<file path="config.mk">
export PLATFORM = sky130hd
export DESIGN_NAME = signed_bit_vector_alu
export DESIGN_NICKNAME = d
export VERILOG_FILES = /design/src/rtl/sbva_pkg.sv /design/src/rtl/sbva_ctrl.sv /design/src/rtl/sbva_dp.sv /design/src/rtl/signed_bit_vector_alu.sv
export SDC_FILE = /design/constraint.sdc
export NUM_CORES = 2
export LEC_CHECK = 0
export BUFFER_PORTS_ARGS = -buffer_cell sky130_fd_sc_hd__buf_2
export CAP_MARGIN = 10
export CORE_MARGIN = 1
export CORE_UTILIZATION = 40
export CTS_CLUSTER_SIZE = 14
export DETAILED_ROUTE_END_ITERATION = 8
export SYNTH_ARGS = -nofsm -noshare
export SYNTH_HDL_FRONTEND = slang
export SYNTH_SLANG_ARGS = --single-unit
</file>
<file path="constraint.sdc">
create_clock -name clk -period 13.1 [get_ports clk]
set_clock_uncertainty 0.15 [all_clocks]
set_input_delay 1.965 -clock clk [delete_from_list [all_inputs] [get_ports clk]]
set_output_delay 1.965 -clock clk [all_outputs]
set_load 0.005 [all_outputs]
</file>
<file path="src/rtl/sbva_pkg.sv">
package sbva_pkg;

  localparam int unsigned SBVA_MAX_WIDTH = 64;

  typedef enum logic [2:0] {
    OP_ADD = 3'd0,
    OP_SUB = 3'd1,
    OP_NEG = 3'd2,
    OP_INV = 3'd3,
    OP_INC = 3'd4,
    OP_SHL = 3'd5,
    OP_ASR = 3'd6,
    OP_MUL = 3'd7
  } op_t;

  localparam logic [1:0] ERR_OK      = 2'd0;
  localparam logic [1:0] ERR_OVF     = 2'd1;
  localparam logic [1:0] ERR_REFUSED = 2'd2;

  localparam logic [1:0] WIDTH_MODE_RESET = 2'd2;

  typedef struct packed {
    logic [2:0]         req_type;
    logic signed [63:0] operand_a;
    logic signed [63:0] operand_b;
    logic [5:0]         shift_amount;
  } req_t;

  typedef struct packed {
    logic signed [63:0] value_low;
    logic signed [63:0] value_high;
    logic [1:0]         error_code;
  } rsp_t;

  typedef struct packed {
    logic load;
    logic step;
    logic fix;
    logic finish;
  } cmd_t;

  typedef struct packed {
    logic done;
  } status_t;

  // Active width 8 << mode, capped at the largest supported width.
  function automatic logic [6:0] active_width(logic [1:0] mode, int unsigned max_w);
    int unsigned w;
    w = 32'd8 << mode;
    if (w > max_w) begin
      w = max_w;
    end
    if (w < 32'd8) begin
      w = 32'd8;
    end
    if (w > 32'd64) begin
      w = 32'd64;
    end
    return w[6:0];
  endfunction

  // Sign-extend the low w bits of v to 64 bits.
  function automatic logic [63:0] sext_w(logic [63:0] v, logic [6:0] w);
    logic [63:0] mask;
    logic [6:0]  msb;
    mask = (w >= 7'd64) ? '1 : ((64'd1 << w) - 64'd1);
    msb  = w - 7'd1;
    return v[msb[5:0]] ? ((v & mask) | ~mask) : (v & mask);
  endfunction

endpackage

</file>
<file path="src/rtl/sbva_ctrl.sv">
module sbva_ctrl
  import sbva_pkg::*;
(
  input  logic    clk,
  input  logic    rst,
  input  logic    start,
  input  status_t status,
  output cmd_t    cmd,
  output logic    busy,
  output logic    done
);

  typedef enum logic [1:0] {
    S_IDLE,
    S_ITER,
    S_FIX,
    S_FIN
  } state_t;

  state_t state;

  always_comb begin
    cmd.load   = (state == S_IDLE) && start;
    cmd.step   = (state == S_ITER) && !status.done;
    cmd.fix    = (state == S_FIX);
    cmd.finish = (state == S_FIN);
    busy       = (state != S_IDLE);
  end

  always_ff @(posedge clk) begin
    if (rst) begin
      state <= S_IDLE;
      done  <= 1'b0;
    end else begin
      done <= 1'b0;
      case (state)
        S_IDLE: begin
          if (start) begin
            state <= S_ITER;
          end
        end
        S_ITER: begin
          if (status.done) begin
            state <= S_FIX;
          end
        end
        S_FIX: begin
          state <= S_FIN;
        end
        S_FIN: begin
          state <= S_IDLE;
          done  <= 1'b1;
        end
        default: begin
          state <= S_IDLE;
        end
      endcase
    end
  end

  // The result strobe only ever follows the finishing state.
  a_done_after_fin: assert property (@(posedge clk) disable iff (rst)
    done |-> $past(state == S_FIN))
    else $error("result strobe without a finishing step");

  a_done_idle: assert property (@(posedge clk) disable iff (rst)
    done |-> !busy)
    else $error("busy while presenting a result");

  a_start_busy: assert property (@(posedge clk) disable iff (rst)
    (start && !busy) |=> busy)
    else $error("accepted request did not make the block busy");

endmodule

</file>
<file path="src/rtl/sbva_dp.sv">
module sbva_dp
  import sbva_pkg::*;
#(
  parameter int unsigned MAX_WIDTH = SBVA_MAX_WIDTH
) (
  input  logic       clk,
  input  logic       rst,
  input  logic       cfg_we,
  input  logic [1:0] cfg_data,
  input  req_t       req,
  input  cmd_t       cmd,
  output status_t    status,
  output rsp_t       rsp
);

  logic [1:0]  width_mode;
  logic [6:0]  cnt;
  logic [1:0]  err;
  op_t         op;
  logic [63:0] acc;
  logic [63:0] mcand;
  logic [31:0] mplier;
  logic        neg;
  rsp_t        rsp_q;

  logic [6:0]  w;
  logic [6:0]  msb;
  logic [6:0]  msb_m1;
  logic        mul_ok;
  logic        shl_ovf;
  op_t         in_op;
  logic [63:0] a_s;
  logic [63:0] b_s;
  logic [63:0] ma;
  logic [63:0] mb;
  logic [63:0] inc_r;
  logic signed [63:0] acc_s;

  always_comb begin
    w       = active_width(width_mode, MAX_WIDTH);
    msb     = w - 7'd1;
    msb_m1  = w - 7'd2;
    mul_ok  = (w <= 7'd32) && (w < 7'(MAX_WIDTH));
    in_op   = op_t'(req.req_type);
    a_s     = sext_w(req.operand_a, w);
    b_s     = sext_w(req.operand_b, w);
    ma      = a_s[63] ? (64'd0 - a_s) : a_s;
    mb      = b_s[63] ? (64'd0 - b_s) : b_s;
    inc_r   = sext_w(a_s + 64'd1, w);
    shl_ovf = acc[msb[5:0]] != acc[msb_m1[5:0]];
    acc_s   = acc;
    status.done = (cnt == 7'd0) || (err != ERR_OK);
  end

  // Control registers: configuration, step count and error flag.
  always_ff @(posedge clk) begin
    if (rst) begin
      width_mode <= WIDTH_MODE_RESET;
      cnt        <= 7'd0;
      err        <= ERR_OK;
    end else begin
      if (cfg_we) begin
        width_mode <= cfg_data;
      end
      if (cmd.load) begin
        err <= ERR_OK;
        cnt <= 7'd0;
        case (in_op)
          OP_INC: begin
            if (!a_s[63] && inc_r[63]) begin
              err <= ERR_OVF;
            end
          end
          OP_SHL, OP_ASR: begin
            cnt <= {1'b0, req.shift_amount};
          end
          OP_MUL: begin
            if (mul_ok) begin
              cnt <= w;
            end else begin
              err <= ERR_REFUSED;
            end
          end
          default: begin
          end
        endcase
      end else if (cmd.step) begin
        if (op == OP_SHL && shl_ovf) begin
          err <= ERR_OVF;
        end else begin
          cnt <= cnt - 7'd1;
        end
      end
    end
  end

  // Working registers.
  always_ff @(posedge clk) begin
    if (cmd.load) begin
      op     <= in_op;
      mcand  <= ma;
      mplier <= mb[31:0];
      neg    <= a_s[63] ^ b_s[63];
      case (in_op)
        OP_ADD:  acc <= sext_w(a_s + b_s, w);
        OP_SUB:  acc <= sext_w(a_s - b_s, w);
        OP_NEG:  acc <= sext_w(64'd0 - a_s, w);
        OP_INV:  acc <= ~a_s;
        OP_INC:  acc <= inc_r;
        OP_SHL:  acc <= a_s;
        OP_ASR:  acc <= a_s;
        OP_MUL:  acc <= 64'd0;
        default: acc <= 64'd0;
      endcase
    end else if (cmd.step) begin
      case (op)
        OP_SHL: begin
          if (!shl_ovf) begin
            acc <= acc << 1;
          end
        end
        OP_ASR: begin
          acc <= acc_s >>> 1;
        end
        OP_MUL: begin
          if (mplier[0]) begin
            acc <= acc + mcand;
          end
          mcand  <= mcand << 1;
          mplier <= mplier >> 1;
        end
        default: begin
        end
      endcase
    end else if (cmd.fix) begin
      if (op == OP_MUL && neg) begin
        acc <= 64'd0 - acc;
      end
    end
    if (cmd.finish) begin
      rsp_q.value_low  <= sext_w(acc, w);
      rsp_q.value_high <= (op == OP_MUL) ? (acc_s >>> w) : 64'sd0;
      rsp_q.error_code <= err;
    end
  end

  assign rsp = rsp_q;

  a_cnt_falls: assert property (@(posedge clk) disable iff (rst)
    !cmd.load |=> (cnt <= $past(cnt)))
    else $error("step count rose without a new request");

  a_mul_steps: assert property (@(posedge clk) disable iff (rst)
    (cmd.load && req.req_type == OP_MUL) |=> (cnt <= 7'd32))
    else $error("multiply scheduled more steps than the operand width allows");

endmodule

</file>
<file path="src/rtl/signed_bit_vector_alu.sv">
// Channel   Direction  Handshake                        Beat
// config    in         cfg_valid / cfg_ready            cfg_data: width_mode (2 bits)
// request   in         start, taken when busy is low    req: req_t
// result    out        done, one-cycle strobe           rsp: rsp_t
//
// A request passes through load, the stepping loop, the fix and the finish states; the loop
// runs shift_amount steps for a shift that runs to the end, stops when a left shift would
// overflow, runs the active width (at most 32) steps for a multiply, and none otherwise.
// A new request is accepted in the cycle that shows the result strobe; configuration is
// held off while a request is in flight or offered. Synchronous reset sets width_mode to
// 32 bits and idles the controller. The receiver cannot stall: a result beat lasts one cycle.
module signed_bit_vector_alu
  import sbva_pkg::*;
#(
  parameter int unsigned MAX_WIDTH = SBVA_MAX_WIDTH
) (
  input  logic       clk,
  input  logic       rst,
  input  logic       cfg_valid,
  output logic       cfg_ready,
  input  logic [1:0] cfg_data,
  input  logic       start,
  input  req_t       req,
  output logic       busy,
  output logic       done,
  output rsp_t       rsp
);

  cmd_t    cmd;
  status_t status;

  // The width register only takes a beat while no request is in flight or being
  // offered, so every request sees one width from its load to its result.
  assign cfg_ready = !busy && !start;

  // The controller sequences load, the stepping loop, sign correction of the
  // product and the final result capture.
  sbva_ctrl u_ctrl (
    .clk    (clk),
    .rst    (rst),
    .start  (start),
    .status (status),
    .cmd    (cmd),
    .busy   (busy),
    .done   (done)
  );

  // The datapath holds the width register, the accumulator, the shift-add
  // multiplier registers and the registered result.
  sbva_dp #(
    .MAX_WIDTH (MAX_WIDTH)
  ) u_dp (
    .clk      (clk),
    .rst      (rst),
    .cfg_we   (cfg_valid & cfg_ready),
    .cfg_data (cfg_data),
    .req      (req),
    .cmd      (cmd),
    .status   (status),
    .rsp      (rsp)
  );

endmodule

</file>
# After elaboration in Yosys (flattened, before gate mapping)
# Cells that the tools add are included.
[totals] ff_bits=308 word_cells=163 output_inout_bits=133 n_memories=0 latchBits=0 romBits=0 inputBits=143 ram_bits=0
[op_classes] shift=3 n_reduce_logical=29 div_mod_pow=0 addsub=11 n_lt_le_gt_ge=8 n_mul=0 mux=58 eq_ne=22 bitwise_logic=18
[ops] op="two-way mux 64 bit" count=18
[ops] op="AND 64 bit" count=7
[ops] op="OR 64 bit" count=7
[ops] op="one-hot mux 64 bit (7 select lines)" count=1
[ops] op="two-way mux 32 bit" count=6
[ops] op="one-hot mux 64 bit (3 select lines)" count=1
[ops] op="adder 64 bit" count=2
[ops] op="inverter 64 bit" count=2
[ops] op="subtractor 1 x 64 -> 64 bit, first input constant" count=2
[ops] op="adder 64 x 1 -> 64 bit, second input constant" count=1
[ops] op="> comparator 32 x 7 -> 1 bit, second input constant" count=2
[ops] op="left shift 1 x 7 -> 64 bit, first input constant" count=1
[ops] op=">>> shifter 64 x 7 -> 64 bit" count=1
[ops] op="subtractor 64 x 1 -> 64 bit, second input constant" count=1
[ops] op="subtractor 64 bit" count=1
[ops] op="binary-select mux 1 bit (select 6 bit)" count=8
[ops] op="two-way mux 7 bit" count=5
[ops] op="less-than comparator 32 x 4 -> 1 bit, second input constant" count=1
[ops] op="left shift 4 x 2 -> 32 bit, first input constant" count=1
[ops] op="subtractor 1 x 32 -> 32 bit, first input constant" count=1
[ops] op="== test 3 bit, second input constant" count=7
[ops] op="less-than comparator 6 x 7 -> 1 bit, second input constant" count=2
[ops] op="one-hot mux 7 bit (2 select lines)" count=1
[ops] op="two-way mux 2 bit" count=6
[ops] op="35 further kinds" count=64

# Logic depth before layout (Yosys ltp)
[logic_depth] word_depth=21 ltp_mapped=24 depth_no_buf=18

# Cells and area by module
# From an unflattened synthesis, not the netlist that was laid out.
[unflattened] cells_unflattened=4936 area_unflattened_um2=37174.4
[by_module_without_submodules] mod="sbva_dp" cells_per_inst=4913 n_inst=1 seq_area_each_um2=9048.7 area_each_um2=36959.2
[by_module_without_submodules] mod="sbva_ctrl" cells_per_inst=21 n_inst=1 seq_area_each_um2=60.1 area_each_um2=198.9
[by_module_without_submodules] mod="signed_bit_vector_alu" cells_per_inst=2 n_inst=1 seq_area_each_um2=0.0 area_each_um2=16.3

# Worst setup path after synthesis
# No wires, ideal clock.
[synth_path] path_type="register to register" from="reg u_dp.cnt[0]" to="reg u_dp.mcand[0], enable pin" setup_ps=683 required_time_ps=12267 synth_period_minus_slack_ps=9054 path_stages_with_launch=9 arrival_ps=8220 path_buffers=3 setup_slack_ps=4046 path_cell_list="dfxtp_1 > inv_1 > ha_1 > inv_1 > o311ai_0 > clkbuf_1 > clkbuf_1 > buf_1 > o21ai_0"
[synth_via] elab_chain_cells=6
[synth_rtl] element="from (decl)" line="sbva_dp.sv:17" source="logic [6:0] cnt;"
[synth_rtl] element="from (signal assigned)" line="sbva_dp.sv:75" source="cnt <= {1'b0, req.shift_amount};"
[synth_rtl] element="from (signal assigned)" line="sbva_dp.sv:79" source="cnt <= w;"
[synth_rtl] element="from (signal assigned)" line="sbva_dp.sv:91" source="cnt <= cnt - 7'd1;"
[synth_rtl] element="zero test 7 bit" line="sbva_dp.sv:52" source="status.done = (cnt == 7'd0) || (err != ERR_OK);"
[synth_rtl] element="logical OR 1 bit" line="sbva_dp.sv:52"
[synth_rtl] element="zero test 1 bit" line="sbva_ctrl.sv:24" source="cmd.step = (state == S_ITER) && !status.done;"
[synth_rtl] element="logical AND 1 bit" line="sbva_ctrl.sv:24"
[synth_rtl] element="nonzero test 2 bit (no line)"
[synth_rtl] element="AND reduction 2 bit (no line)"
[synth_rtl] element="to (signal assigned)" line="sbva_dp.sv:101" source="mcand <= ma;"
[synth_rtl] element="to (signal assigned)" line="sbva_dp.sv:129" source="mcand <= mcand << 1;"
[synth_rtl] element="to (decl)" line="sbva_dp.sv:21" source="logic [63:0] mcand;"
# Every way passes these cells.
# A chain may end at the register's enable or synchronous reset.

# Worst setup path after layout
[layout_path] from="reg u_dp.width_mode[1]" to="reg u_dp.acc[63], data pin"
[layout_via] elab_chain_cells=19 elab_cells_between_ends=50 classes_between="add/sub (6); order compare (4); shift (2); mux (24); bitwise (14)"
[layout_rtl] element="from (decl)" line="sbva_dp.sv:16" source="logic [1:0] width_mode;"
[layout_rtl] element="from (signal assigned)" line="sbva_dp.sv:63" source="width_mode <= cfg_data;"
[layout_rtl] element="left shift 4 x 2 -> 32 bit *" line="sbva_pkg.sv:49" source="w = 32'd8 << mode;"
[layout_rtl] element="> comparator 32 x 7 -> 1 bit" line="sbva_pkg.sv:50" source="if (w > max_w) begin"
[layout_rtl] element="two-way mux 32 bit *" line="sbva_pkg.sv:50"
[layout_rtl] element="less-than comparator 32 x 4 -> 1 bit" line="sbva_pkg.sv:53" source="if (w < 32'd8) begin"
[layout_rtl] element="two-way mux 32 bit *" line="sbva_pkg.sv:53"
[layout_rtl] element="> comparator 32 x 7 -> 1 bit" line="sbva_pkg.sv:56" source="if (w > 32'd64) begin"
[layout_rtl] element="two-way mux 7 bit *" line="sbva_pkg.sv:56"
[layout_rtl] element="left shift 1 x 7 -> 64 bit" line="sbva_pkg.sv:66" source="mask = (w >= 7'd64) ? '1 : ((64'd1 << w) - 64'd1);"
[layout_rtl] element="[... 3 more ...]"
[layout_rtl] element="OR 64 bit" line="sbva_pkg.sv:68" source="return v[msb[5:0]] ? ((v & mask) | ~mask) : (v & mask);"
[layout_rtl] element="two-way mux 64 bit" line="sbva_pkg.sv:68"
[layout_rtl] element="adder 64 x 1 -> 64 bit, or another cell as far along" line="sbva_dp.sv:49" source="inc_r = sext_w(a_s + 64'd1, w);"
[layout_rtl] element="binary-select mux 1 bit (select 6 bit) / AND 64 bit (equally long branches)" line="sbva_pkg.sv:68"
[layout_rtl] element="two-way mux 1 bit (implied by the code) / OR 64 bit (equally long branches)" line="sbva_pkg.sv:68"
[layout_rtl] element="two-way mux 64 bit" line="sbva_pkg.sv:68"
[layout_rtl] element="one-hot mux 64 bit (7 select lines) *" line="sbva_dp.sv:104" source="case (in_op)"
[layout_rtl] element="two-way mux 64 bit *" line="sbva_dp.sv:99" source="if (cmd.load) begin"
[layout_rtl] element="to (signal assigned)" line="sbva_dp.sv:105" source="OP_ADD: acc <= sext_w(a_s + b_s, w);"
[layout_rtl] element="to (signal assigned)" line="sbva_dp.sv:106" source="OP_SUB: acc <= sext_w(a_s - b_s, w);"
[layout_rtl] element="to (signal assigned)" line="sbva_dp.sv:107" source="OP_NEG: acc <= sext_w(64'd0 - a_s, w);"
[layout_rtl] element="to (decl)" line="sbva_dp.sv:20" source="logic [63:0] acc;"
# Mark *: on every way between the ends. The rest lies on a longest branch, timed or not. The select of a mux whose other input is x is not followed.

==> impl_metrics.yaml <==
outcome:
  status: "complete, no violations"
clock_network:
  cts.sinks: 308
  postCtsHoldBufs: 0
  cts_tree: "done"
  numCtsBuffers: 40
  root_buffer: "clkbuf_16"
  clk_pin_slew_ns: 0.06
  clk_path_buf_depth: 3
  htreeDepth: 2
  clk_latency_ns: 0.61
  postCtsSetupRepairBufs: 0
  cts-resized-gates: 0
setup_path:
  crit_type: "reg2reg"
  critPathArrivalTime_ns: 7.80
  end_kind: "register"
  cp_data_required_time_ns: 13.27
  critPathLaunchType: "register"
  crit_path_max_fanout: 54
sta:
  drv_slew: 0
  hold_viol_final: 0
  setup_tns_ns: 0
  setup_viol: 0
  maxSlewHeadroom_pct: 19.22
  fmax_ghz: 0.1311
  worst_slew_pin_slew_ns: 1.208
  setup_slack_ns: 5.472
  fin_crit_ns: 7.628
  whs_ns: 0.3427
  grt_setup_unrepaired: "no"
  period_share_pct: 58.23
synth:
  synth_fa_ha_area_share_pct: 6.744
  yosysSeqAreaShare_pct: 24.38
  muxShareOfSynthArea_pct: 2.260
  yosys-top-cells-area: "edfxtp_1 (24%), a21oi_1 (8.0%), ha_1 (6.7%)"
  synth.most_common_cell: "a21oi_1"
  avgSynthCellArea_um2: 7.532
  synth_top_cell_by_area: "edfxtp_1"
  ys_async_sr_fraction_pct: 0
  synth_top_cells_by_count: "a21oi_1 (594), nand2_1 (430), nor2_1 (398), clkbuf_1 (345), o21ai_0 (337)"
  synth_top_family_by_area: "compound AO/OA/AOI/OAI gates"
  syn_area_um2: 37370
  synth_cell_types: 112
  syn_nets: 5304
  synth_ff_type: "edfxtp_1"
  synth_edf_count: 294
  yosys_warnings: 0
  synth_compound_area_share_pct: 31.45
  synth_xor_area_share_pct: 8.462
  synth_top_area_share_pct: 23.63
  syn_inst: 4961
  ys_ff_latch: 308
  synthSimpleGateAreaFrac_pct: 19.74
global_route:
  grt_pass1_wl_um: 249800
  antenna_found_initial: 15
  track_usage_pct: 35.22
  grt_pass1_vias: 36700
  grt_max_degree: 113
  grt_overflow: 0
power_and_ir_drop:
  total_power_mw: 9.554
  p_per_area_nw_per_um2: 235.3
  pwr-share-clk_pct: 11.2
  ir_drop_mv: 0.1534
  p_int_mw: 4.363
  switching_share_pct: 54.33
  p_comb_share_pct: 65.8
  seqPwrFrac_pct: 22.9
  netSwitchingPower_mw: 5.191
  p_leak_nw: 15.34
route:
  post_drt_wl_per_cell_um: 27.80
  drt-initial-drc-count: 5195
  drt_wl_total_um: 172800
  antenna_left: 0
  drc: 0
  via_count: 40090
  via_per_inst: 6.450
  first_pass_iters: 9
floorplan:
  io_pins: 276
  die_y_um: 307.6
  rows: 111
  start_util_pct: 40.58
  dieArea_um2: 94640
  die_w_um: 307.6
  coreArea_um2: 92080
hold_path:
  min_path_type: "reg2reg"
layout:
  multi_input_area_um2: 25770
  ff_latch_area_um2: 9116
  drive_gt1_share_pct: 11.02
  syn2layout_area_growth_pct: 8.649
  final.fill_count: 9463
  nets: 5278
placed_design:
  gp_congestion: 1.034
  numPortBuffers: 275
  hpwl_um: 131500
  place_worst_setup_slack_ns: 5.178
job:
  max_cap_viol_count: 0
## cell families after synthesis
group,after synthesis
xor gates and xnor gates,361
adders and majority gates,201
muxes,75
buffers and inverters,667
AOI/OAI and AO/OA,1842
and+or+nand+nor,1507
DFF,308
## area by class of cell
cell class / instances / area share (%)
flip-flops and latches: 308 / 22.46
clock buffers: 49 / 2.573
inverters: 240 / 2.225
clock inverters: 23 / 0.4253
diodes: 7 / 0.04315
multi-input cells: 3986 / 63.47
repair buffers: 359 / 4.974
well taps: 1243 / 3.831
## worst max-delay path: stages, from the launching register on
cell and delay, ns:
dfxtp_4 0.63, buf_4 0.44, or2_2 0.18, buf_4 0.56
nor2_1 0.30, a21oi_1 0.38, inv_1 0.14, ha_1 0.52
and3_1 0.26, nand2_1 0.10, a211oi_1 0.38, o21ai_0 0.18
o41a_1 0.42, o21ai_0 0.93, a211oi_1 0.40, o31ai_1 0.81
xor2_1 0.15, a21oi_1 0.22, o221ai_1 0.14
## per-stage QoR
| stage | util, % | instances | instance area [um^2] |
|---|---|---|---|
| global placement | 42.74 | 6135 | 39360 |
| finish | 44.09 | 6215 | 40600 |
| detailed placement | 42.74 | 6135 | 39360 |
| CTS | 44.06 | 6207 | 40570 |
| global route | 44.08 | 6213 | 40590 |
| floorplan | - | 4961 | 37370 |
## power groups by stage
stage / Clock, mW / Combinational, mW / Sequential (mW)
6_report: 1.07 / 6.29 / 2.19
5_1_grt: 1.11 / 6.77 / 2.20
4_1_cts: 1.08 / 6.08 / 2.15
3_5_place_dp: 0 / 6.05 / 2.17
3_3_place_gp: 0 / 6.08 / 2.17
2_1_floorplan: 0 / 4.41 / 1.83
## worst paths after layout
path,start,endpoint,slack (ns),cells after the start
setup / recovery,u_dp.width_mode[1],u_dp.acc[63],5.47,18
hold / removal,u_dp.err[1],u_dp.rsp[1],0.34,0
setup reg to reg,u_dp.width_mode[1],u_dp.acc[63],5.47,18
hold reg to reg,u_dp.err[1],u_dp.rsp[1],0.34,0
## sequential cells by signal, summed over array words and instances (netlist names)
signal / flops
u_dp.rsp: 130
u_dp.cnt: 7
u_dp.op: 3
u_ctrl.state: 2
u_dp.err: 2
u_dp.mplier: 32
u_dp.neg: 1
u_dp.mcand: 64
u_dp.acc: 64
u_ctrl.done: 1
u_dp.width_mode: 2
## layer usage
layer	track usage [%]	wire length (um)	part of all wire [%]	vias to the layer above
li1	-	-	-	18310
met4	10.10	5434	3.1	4
met5	0	20	0.012	-
met2	49.88	69390	40	2341
met1	51.79	77300	45	19140
met3	9.015	20620	12	294
## cells in the final DEF (no fill, tap or decap), types with 28 or more instances in the layout
cell / n
nor2_1: 393
or2_2: 28
o31ai_1: 59
clkbuf_16: 40
o21bai_1: 49
mux2i_1: 54
o21ai_0: 335
nor2b_1: 31
nor4_1: 64
nand2b_1: 37
edfxtp_1: 294
nand4_1: 61
nand3_1: 96
xnor2_1: 268
nor3_1: 130
or3_1: 49
nor3b_1: 42
o22ai_1: 56
inv_1: 226
ha_1: 198
a221oi_1: 48
nand2_1: 426
and2_1: 35
o21a_1: 66
xor2_1: 93
a21o_1: 144
buf_2: 275
a31oi_1: 67
o211ai_1: 96
a21oi_1: 593
a211oi_1: 82
buf_4: 82
Note: power is estimated with default switching activity, not from simulation.
